$ cat config.mk
export PLATFORM = sky130hd
export DESIGN_NAME = touch_controller_spi_registers_unit
export DESIGN_NICKNAME = d
export VERILOG_FILES = /design/src/rtl/tcsr_pkg.sv /design/src/rtl/touch_controller_spi_registers_unit.sv /design/src/rtl/tcsr_in_stage.sv /design/src/rtl/tcsr_core.sv
export SDC_FILE = /design/constraint.sdc
export NUM_CORES = 1
export LEC_CHECK = 0
export BUFFER_PORTS_ARGS = -buffer_cell sky130_fd_sc_hd__buf_2
export CORE_MARGIN = 2
export CORE_UTILIZATION = 49
export CTS_BUF_LIST = sky130_fd_sc_hd__clkbuf_4 sky130_fd_sc_hd__clkbuf_8
export CTS_CLUSTER_SIZE = 10
export DETAILED_ROUTE_END_ITERATION = 16
export HOLD_SLACK_MARGIN = 0.15
export PLACE_DENSITY = 0.79
export SETUP_SLACK_MARGIN = 0.2
export SYNTH_ARGS = -nofsm -noshare
export SYNTH_HDL_FRONTEND = slang
export SYNTH_HIERARCHICAL = 1
export SYNTH_SLANG_ARGS = --single-unit
$ cat constraint.sdc
create_clock -name clk -period 8 [get_ports clk]
set_input_delay 0.4 -clock clk [delete_from_list [all_inputs] [get_ports clk]]
set_output_delay 0.4 -clock clk [all_outputs]
set_load 0.005 [all_outputs]
$ cat src/rtl/tcsr_pkg.sv
// Package for the touch controller SPI register block.
// Holds item types, command and register codes, and the page 3 power-on table.
// No dependencies.
`default_nettype none

package tcsr_pkg;

  localparam int PAGE_BYTES = 128;

  typedef enum logic [1:0] {
    CMD_SPI        = 2'd0,
    CMD_CS_RELEASE = 2'd1,
    CMD_TOUCH      = 2'd2
  } cmd_t;

  // banks
  localparam logic [7:0] BANK_PAGE  = 8'h03;
  localparam logic [7:0] BANK_COORD = 8'hFC;
  localparam logic [7:0] BANK_SYS   = 8'hFF;

  // register ids (index >> 1)
  localparam logic [6:0] ID_BANK      = 7'h00;
  localparam logic [6:0] ID_MODE      = 7'h05;
  localparam logic [6:0] ID_PEN_STAT  = 7'h09;
  localparam logic [6:0] ID_WR_A      = 7'h0D;
  localparam logic [6:0] ID_WR_B      = 7'h0E;
  localparam logic [6:0] ID_Y_FIRST   = 7'h0B;
  localparam logic [6:0] ID_COORD_END = 7'h15;

  localparam logic [7:0]  MODE_COMPAT   = 8'h00;
  localparam logic [7:0]  MODE_RESET    = 8'h01;
  localparam logic [15:0] WORD_RELEASED = 16'h7000;
  localparam logic [11:0] Y_RELEASED    = 12'hFFF;
  localparam logic [7:0]  PEN_UP        = 8'h40;
  localparam logic [7:0]  PEN_DOWN      = 8'h80;
  localparam logic [7:0]  WR_B_RESET    = 8'hAD;
  localparam logic [7:0]  WR_KEEP_MASK  = 8'h03;

  typedef struct packed {
    logic [1:0]  cmd;
    logic [7:0]  spi_byte;
    logic [11:0] touch_x;
    logic [11:0] touch_y;
  } item_t;

  typedef struct packed {
    logic [7:0] read_data;
    logic [7:0] mode_value;
    logic       compat_entered;
  } result_t;

  // Power-on contents of the read-only bytes of page 3.
  function automatic logic [7:0] page3_rom(input logic [6:0] id);
    logic [7:0] b;
    case (id)
      7'h02:   b = 8'h18;
      7'h03:   b = 8'h87;
      7'h04:   b = 8'h22;
      7'h05:   b = 8'h04;
      7'h06:   b = 8'h20;
      7'h0F:   b = 8'hA0;
      7'h10:   b = 8'h88;
      7'h11:   b = 8'h81;
      default: b = 8'h00;
    endcase
    return b;
  endfunction

endpackage

`default_nettype wire

$ cat src/rtl/touch_controller_spi_registers_unit.sv
// Top level of the touch controller SPI register block.
// Depends on tcsr_pkg, tcsr_in_stage and tcsr_core.
`default_nettype none

// One item per clock, sustained, while out_stall is low. An accepted item
// is held in the input register, then the register update and result are
// computed in a single pass and land in the result register, which drives
// the ports. A stalled result holds while one more item waits in the input
// register. Page 3 is a constant table plus three register bytes, two of
// them writable over SPI, so reset is immediate and needs no clearing
// pass. Once mode 0 is written the block ignores every command until reset.
module touch_controller_spi_registers_unit
  import tcsr_pkg::*;
(
  input  wire logic        clk,
  input  wire logic        rst,
  input  wire logic        in_valid,
  output logic             in_stall,
  input  wire logic [1:0]  cmd,
  input  wire logic [7:0]  spi_byte,
  input  wire logic [11:0] touch_x,
  input  wire logic [11:0] touch_y,
  output logic             out_valid,
  input  wire logic        out_stall,
  output logic [7:0]       read_data,
  output logic [7:0]       mode_value,
  output logic             compat_entered
);

  item_t   in_item;
  item_t   item;
  logic    item_valid;
  logic    consume;
  result_t result;

  assign in_item.cmd      = cmd;
  assign in_item.spi_byte = spi_byte;
  assign in_item.touch_x  = touch_x;
  assign in_item.touch_y  = touch_y;

  tcsr_in_stage u_in_stage (
    .clk        (clk),
    .rst        (rst),
    .in_valid   (in_valid),
    .in_stall   (in_stall),
    .in_item    (in_item),
    .consume    (consume),
    .item_valid (item_valid),
    .item       (item)
  );

  tcsr_core u_core (
    .clk        (clk),
    .rst        (rst),
    .item_valid (item_valid),
    .item       (item),
    .consume    (consume),
    .out_valid  (out_valid),
    .out_stall  (out_stall),
    .result     (result)
  );

  assign read_data      = result.read_data;
  assign mode_value     = result.mode_value;
  assign compat_entered = result.compat_entered;

endmodule

`default_nettype wire

$ cat src/rtl/tcsr_in_stage.sv
// Input register of the touch controller SPI register block.
// Depends on tcsr_pkg.
`default_nettype none

module tcsr_in_stage
  import tcsr_pkg::*;
(
  input  wire logic  clk,
  input  wire logic  rst,
  input  wire logic  in_valid,
  output logic       in_stall,
  input  wire item_t in_item,
  input  wire logic  consume,
  output logic       item_valid,
  output item_t      item
);

  logic load;

  assign in_stall = item_valid && !consume;
  assign load     = in_valid && !in_stall;

  always_ff @(posedge clk) begin
    if (rst) begin
      item_valid <= 1'b0;
    end else if (load) begin
      item_valid <= 1'b1;
    end else if (consume) begin
      item_valid <= 1'b0;
    end
  end

  always_ff @(posedge clk) begin
    if (load) begin
      item <= in_item;
    end
  end

endmodule

`default_nettype wire

$ cat src/rtl/tcsr_core.sv
// Register state, per-item update logic and result register.
// Depends on tcsr_pkg.
`default_nettype none

module tcsr_core
  import tcsr_pkg::*;
(
  input  wire logic  clk,
  input  wire logic  rst,
  input  wire logic  item_valid,
  input  wire item_t item,
  output logic       consume,
  output logic       out_valid,
  input  wire logic  out_stall,
  output result_t    result
);

  logic [7:0]  mode_reg, mode_reg_next;
  logic [7:0]  bank_sel, bank_sel_next;
  logic [7:0]  reg_index, reg_index_next;
  logic        in_transfer, in_transfer_next;
  logic [7:0]  read_hold, read_hold_next;
  logic [15:0] coord_x_word, coord_x_word_next;
  logic [15:0] coord_y_word, coord_y_word_next;
  logic [7:0]  pen_stat, pen_stat_next;   // page 3 id 0x09
  logic [7:0]  wr_a, wr_a_next;           // page 3 id 0x0D
  logic [7:0]  wr_b, wr_b_next;           // page 3 id 0x0E
  logic        entered;

  logic [6:0]  id;
  logic        rd;
  logic [7:0]  page_byte;
  logic        released;
  logic        pen_changed;
  logic [15:0] new_x, new_y;

  assign consume = item_valid && (!out_valid || !out_stall);

  assign id       = reg_index[7:1];
  assign rd       = reg_index[0];
  assign released = (item.touch_y == Y_RELEASED);
  assign pen_changed = wr_b[0] ^ released;

  always_comb begin
    if (int'(id) >= PAGE_BYTES) begin
      page_byte = 8'h00;
    end else if (id == ID_PEN_STAT) begin
      page_byte = pen_stat;
    end else if (id == ID_WR_A) begin
      page_byte = wr_a;
    end else if (id == ID_WR_B) begin
      page_byte = wr_b;
    end else begin
      page_byte = page3_rom(id);
    end
  end

  always_comb begin
    new_x = released ? WORD_RELEASED : {item.touch_x, 4'h0};
    new_y = released ? WORD_RELEASED : {item.touch_y, 4'h0};
    new_x[15] = new_x[15] | pen_changed;
    new_y[15] = new_y[15] | pen_changed;
  end

  always_comb begin
    mode_reg_next     = mode_reg;
    bank_sel_next     = bank_sel;
    reg_index_next    = reg_index;
    in_transfer_next  = in_transfer;
    read_hold_next    = read_hold;
    coord_x_word_next = coord_x_word;
    coord_y_word_next = coord_y_word;
    pen_stat_next     = pen_stat;
    wr_a_next         = wr_a;
    wr_b_next         = wr_b;
    entered           = 1'b0;

    if (mode_reg != MODE_COMPAT) begin
      case (item.cmd)
        CMD_SPI: begin
          if (!in_transfer) begin
            reg_index_next   = item.spi_byte;
            in_transfer_next = 1'b1;
          end else begin
            reg_index_next = reg_index + 8'd2;
            if (id == ID_BANK) begin
              if (rd) begin
                read_hold_next = bank_sel;
              end else begin
                bank_sel_next = item.spi_byte;
              end
            end else if (bank_sel == BANK_PAGE) begin
              if (rd) begin
                read_hold_next = page_byte;
              end else if (id == ID_WR_A) begin
                wr_a_next = (wr_a & WR_KEEP_MASK) | (item.spi_byte & ~WR_KEEP_MASK);
              end else if (id == ID_WR_B) begin
                wr_b_next = (wr_b & WR_KEEP_MASK) | (item.spi_byte & ~WR_KEEP_MASK);
              end
            end else if (bank_sel == BANK_COORD && rd) begin
              // reading either byte clears the pen-change flag of that word
              if (id < ID_Y_FIRST) begin
                read_hold_next       = id[0] ? coord_x_word[15:8] : coord_x_word[7:0];
                coord_x_word_next[15] = 1'b0;
              end else if (id < ID_COORD_END) begin
                read_hold_next       = id[0] ? coord_y_word[15:8] : coord_y_word[7:0];
                coord_y_word_next[15] = 1'b0;
              end else begin
                read_hold_next = 8'h00;
              end
            end else if (bank_sel == BANK_SYS && id == ID_MODE) begin
              if (rd) begin
                read_hold_next = mode_reg;
              end else begin
                mode_reg_next = item.spi_byte;
                if (item.spi_byte == MODE_COMPAT) begin
                  in_transfer_next = 1'b0;
                  reg_index_next   = reg_index;
                  entered          = 1'b1;
                end
              end
            end
          end
        end
        CMD_CS_RELEASE: begin
          in_transfer_next = 1'b0;
        end
        CMD_TOUCH: begin
          coord_x_word_next = new_x;
          coord_y_word_next = new_y;
          pen_stat_next     = released ? PEN_UP : PEN_DOWN;
          wr_b_next         = {wr_b[7:1], released};
        end
        default: begin
        end
      endcase
    end
  end

  always_ff @(posedge clk) begin
    if (rst) begin
      mode_reg     <= MODE_RESET;
      bank_sel     <= 8'h00;
      reg_index    <= 8'h00;
      in_transfer  <= 1'b0;
      read_hold    <= 8'h00;
      coord_x_word <= 16'h0000;
      coord_y_word <= 16'h0000;
      pen_stat     <= PEN_UP;
      wr_a         <= 8'h00;
      wr_b         <= WR_B_RESET;
    end else if (consume) begin
      mode_reg     <= mode_reg_next;
      bank_sel     <= bank_sel_next;
      reg_index    <= reg_index_next;
      in_transfer  <= in_transfer_next;
      read_hold    <= read_hold_next;
      coord_x_word <= coord_x_word_next;
      coord_y_word <= coord_y_word_next;
      pen_stat     <= pen_stat_next;
      wr_a         <= wr_a_next;
      wr_b         <= wr_b_next;
    end
  end

  always_ff @(posedge clk) begin
    if (rst) begin
      out_valid <= 1'b0;
    end else if (consume) begin
      out_valid <= 1'b1;
    end else if (!out_stall) begin
      out_valid <= 1'b0;
    end
  end

  always_ff @(posedge clk) begin
    if (consume) begin
      result.read_data      <= read_hold_next;
      result.mode_value     <= mode_reg_next;
      result.compat_entered <= entered;
    end
  end

endmodule

`default_nettype wire

==> impl_metrics.env <==
export IMPL_max_slew_margin_rel_pct=26.5
export IMPL_cts_tree="yes"
export IMPL_portBuffers=56
export IMPL_routed_wl_microns=15900
export IMPL_grt_pass1_vias=4965
export IMPL_worst_clock_skew_ps=9.18
export IMPL_synthToLayoutAreaGrowth_pct=18.8
export IMPL_outcome="complete, no violations"
export IMPL_gp_congestion=0.893
export IMPL_postRouteAntennaNets=0
export IMPL_combPwrFrac_pct=7.4
export IMPL_async_flop_share_pct=0
export IMPL_cts_buffer_depth=2
export IMPL_vias=5135
export IMPL_top_register="u_in_stage/item"
export IMPL_floorplan_initialDensity_pct=50.1
export IMPL_boundaryPins=57
export IMPL_synthCells=616
export IMPL_die_w_microns=115
export IMPL_cp_top_family="simple AND/OR/NAND/NOR gates"
export IMPL_ir_drop_mv=0.129
export IMPL_synth_area_sq_um=5990
export IMPL_cp_required_ps=8350
export IMPL_h_tree_depth=4
export IMPL_period_needed_ps=4240
export IMPL_grt_ovfl_total=0
export IMPL_grt_pass1_wl_microns=25500
export IMPL_ys_types=63
export IMPL_antenna_found_initial=0
export IMPL_wl_per_cell_microns=18.6
export IMPL_synth_edf_count=51
export IMPL_pre_cts_ws_ps=3840
export IMPL_crit_fanout=19
export IMPL_final_cell_mix="81 x dfxtp_1, 79 x nand2_1, 72 x nor2_1, 56 x buf_2, 54 x a21oi_1"
export IMPL_setup_violations=0
export IMPL_cts_resized=0
export IMPL_fmax_ghz=0.236
export IMPL_grt_max_degree=71
export IMPL_viasPerCell=6.00
export IMPL_postCtsHoldBufs=34
export IMPL_layout_cells_non_filler=856
export IMPL_cts_sinks=132
export IMPL_cap_violations=0
export IMPL_cts_root_buf="clkbuf_8"
export IMPL_path_buf_inv=0
export IMPL_ys_ff_latch=132
export IMPL_arrival_ps=4590
export IMPL_grt_use_total_pct=25.3
export IMPL_sequentialPowerShare_pct=51.9
export IMPL_drt_initial_drc_count=610
export IMPL_intPower_uw=1090
export IMPL_die_area_sq_um=13100
export IMPL_slowest_stage="dfxtp_1"
export IMPL_netSwitchingFraction_pct=24.2
export IMPL_top_regs="u_in_stage/item x34, u_core/result x17"
export IMPL_drc=0
export IMPL_synth_nets=658
export IMPL_hold_class="in -> reg"
export IMPL_hpwlAfterDp_microns=10900
export IMPL_rsz0062_at_grt="no"
export IMPL_drv_slew=0
export IMPL_ys_warn_count=6
export IMPL_clkPwrFrac_pct=40.7
export IMPL_max_stage_delay_ps=850
export IMPL_start_kind="register"
export IMPL_fin_nets=738
export IMPL_n_fill_cell=970
export IMPL_numPlacedInstances=790
export IMPL_largest_register_ffs=34
export IMPL_path_cells="ha_1 > or4b_4 > nor4_4 > nand4_2 > o21ai_2 > mux2i_1 > nand3_1 > a2111oi_2"
export IMPL_drive_gt1_share_pct=16.6
export IMPL_dieHeight_microns=115
export IMPL_worstMarginPinSlew_ps=1100
export IMPL_drtPass1Iterations=6
export IMPL_clkTransAtPathRegs_ps=70
export IMPL_leakagePower_uw=0.00272
export IMPL_ys_seq_area_share_pct=52.6
export IMPL_final_common_cell="dfxtp_1"
export IMPL_cp_end_kind="register"
export IMPL_finalPower_uw=1440
export IMPL_setup_ws_ps=3760
export IMPL_period_share_pct=53.0
export IMPL_critPathKind="reg -> reg"
export IMPL_rows=40
export IMPL_tns_ps=0
export IMPL_p_switching_uw=348
export IMPL_numCtsBuffers=17
export IMPL_core_area_sq_um=12000
export IMPL_postCtsSetupBuffers=0
export IMPL_synth_area_per_cell_sq_um=9.73
export IMPL_power_density_nw_per_um2=202
export IMPL_synthFlopType="dfxtp_1"
export IMPL_hold_viol_final=0
export IMPL_antenna_diode_count=0
export IMPL_insertion_delay_ps=460
==> kinds of logic (layout without fill, tap and decap cells) <==
family	count (synthesis)	in the layout	share of synthesized area (%)
simple gates	254	254	20.3
compound gates	137	137	15.5
flops	132	132	52.6
mux	45	45	7.72
buf+inv	42	135	2.69
fa+ha+maj	4	4	0.835
xor+xnor	2	2	0.292
==> worst reg2reg max path, stage by stage (launching register included) <==
cell,delay [ps]
dfxtp_1,850
ha_1,310
or4b_4,510
nor4_4,500
nand4_2,290
o21ai_2,560
mux2i_1,530
nand3_1,190
a2111oi_2,390
==> worst paths after layout <==
path                            slack, ps  cells after the start                 from          endpoint
worst max-delay path                 3760                      8  u_core/reg_index[1]          register
worst min-delay path                  200                      3            out_stall  u_core/out_valid
worst max register to register       3760                      8  u_core/reg_index[1]          register
worst min register to register        460                      2       u_core/wr_a[5]    u_core/wr_a[5]
==> cells in the mapped netlist (2+ instances only) <==
library cell	count	area (sq um)
o22ai_1	2	12.5
o221ai_1	5	43.8
a222oi_1	2	20.0
and3_1	4	25.0
nand3_1	31	155
o211ai_1	4	30.0
nand2_1	79	297
nor2_1	72	270
clkbuf_1	25	93.8
nor4_1	3	18.8
nand4b_1	3	26.3
or4_1	3	22.5
nand4_1	7	43.8
and2_1	2	12.5
o21ai_0	13	65.1
nor4_2	3	37.5
o2bb2ai_1	3	26.3
or2_2	5	31.3
a211oi_1	9	67.6
mux2i_1	35	350
edfxtp_1	51	1530
or3_1	4	25.0
nor2b_1	8	50.1
a22oi_1	10	75.1
o21ai_1	3	15.0
ha_1	4	50.1
dfxtp_1	81	1620
nor3_1	20	100
a31oi_1	3	18.8
o311ai_0	2	17.5
buf_1	5	18.8
a221oi_1	2	17.5
a22o_1	3	26.3
a32oi_1	2	17.5
o21a_1	6	45.0
inv_1	11	41.3
a21oi_1	54	270
mux2_2	10	113
nand2b_1	3	18.8
==> metal layers <==
| layer | vias up | global-route usage, % | share of wire, % |
|---|---|---|---|
| met4 | 0 | 12.5 | 4.0 |
| met1 | 2423 | 32.4 | 42 |
| met5 | - | 0 | 0 |
| met2 | 247 | 40.3 | 47 |
| li1 | 2419 | - | - |
| met3 | 46 | 5.98 | 6.8 |
==> power by group through the flow <==
stage / registers (uW) / logic (uW) / clock network, uW
5_1_grt: 750 / 118 / 626
2_1_floorplan: 753 / 62.8 / 0
3_3_place_gp: 762 / 90.2 / 0
3_5_place_dp: 762 / 92.6 / 0
4_1_cts: 747 / 105 / 598
6_report: 747 / 107 / 587
==> area by class of cell <==
class                      count  area [sq um]  share of cell area (%)
clock buffer                  20           263                    3.69
clock inverter                12           158                    2.21
inverter                      11          41.3                   0.580
multi-input combinational    442          2690                    37.7
sequential                   132          3150                    44.3
tap                          147           184                    2.58
timing repair buffer          92           636                    8.93
==> stage by stage <==
| stage | hold slack [ps] | cell area (sq um) | util (%) |
|---|---|---|---|
| final | 198 | 7120 | 59.5 |
| after global routing | 178 | 7120 | 59.5 |
| after CTS | 165 | 7120 | 59.5 |
| after detailed placement | 448 | 6360 | 53.2 |
| after global placement | 440 | 6360 | 53.2 |
| after floorplan | 422 | 5990 | - |
(Power assumes the default switching activity.)
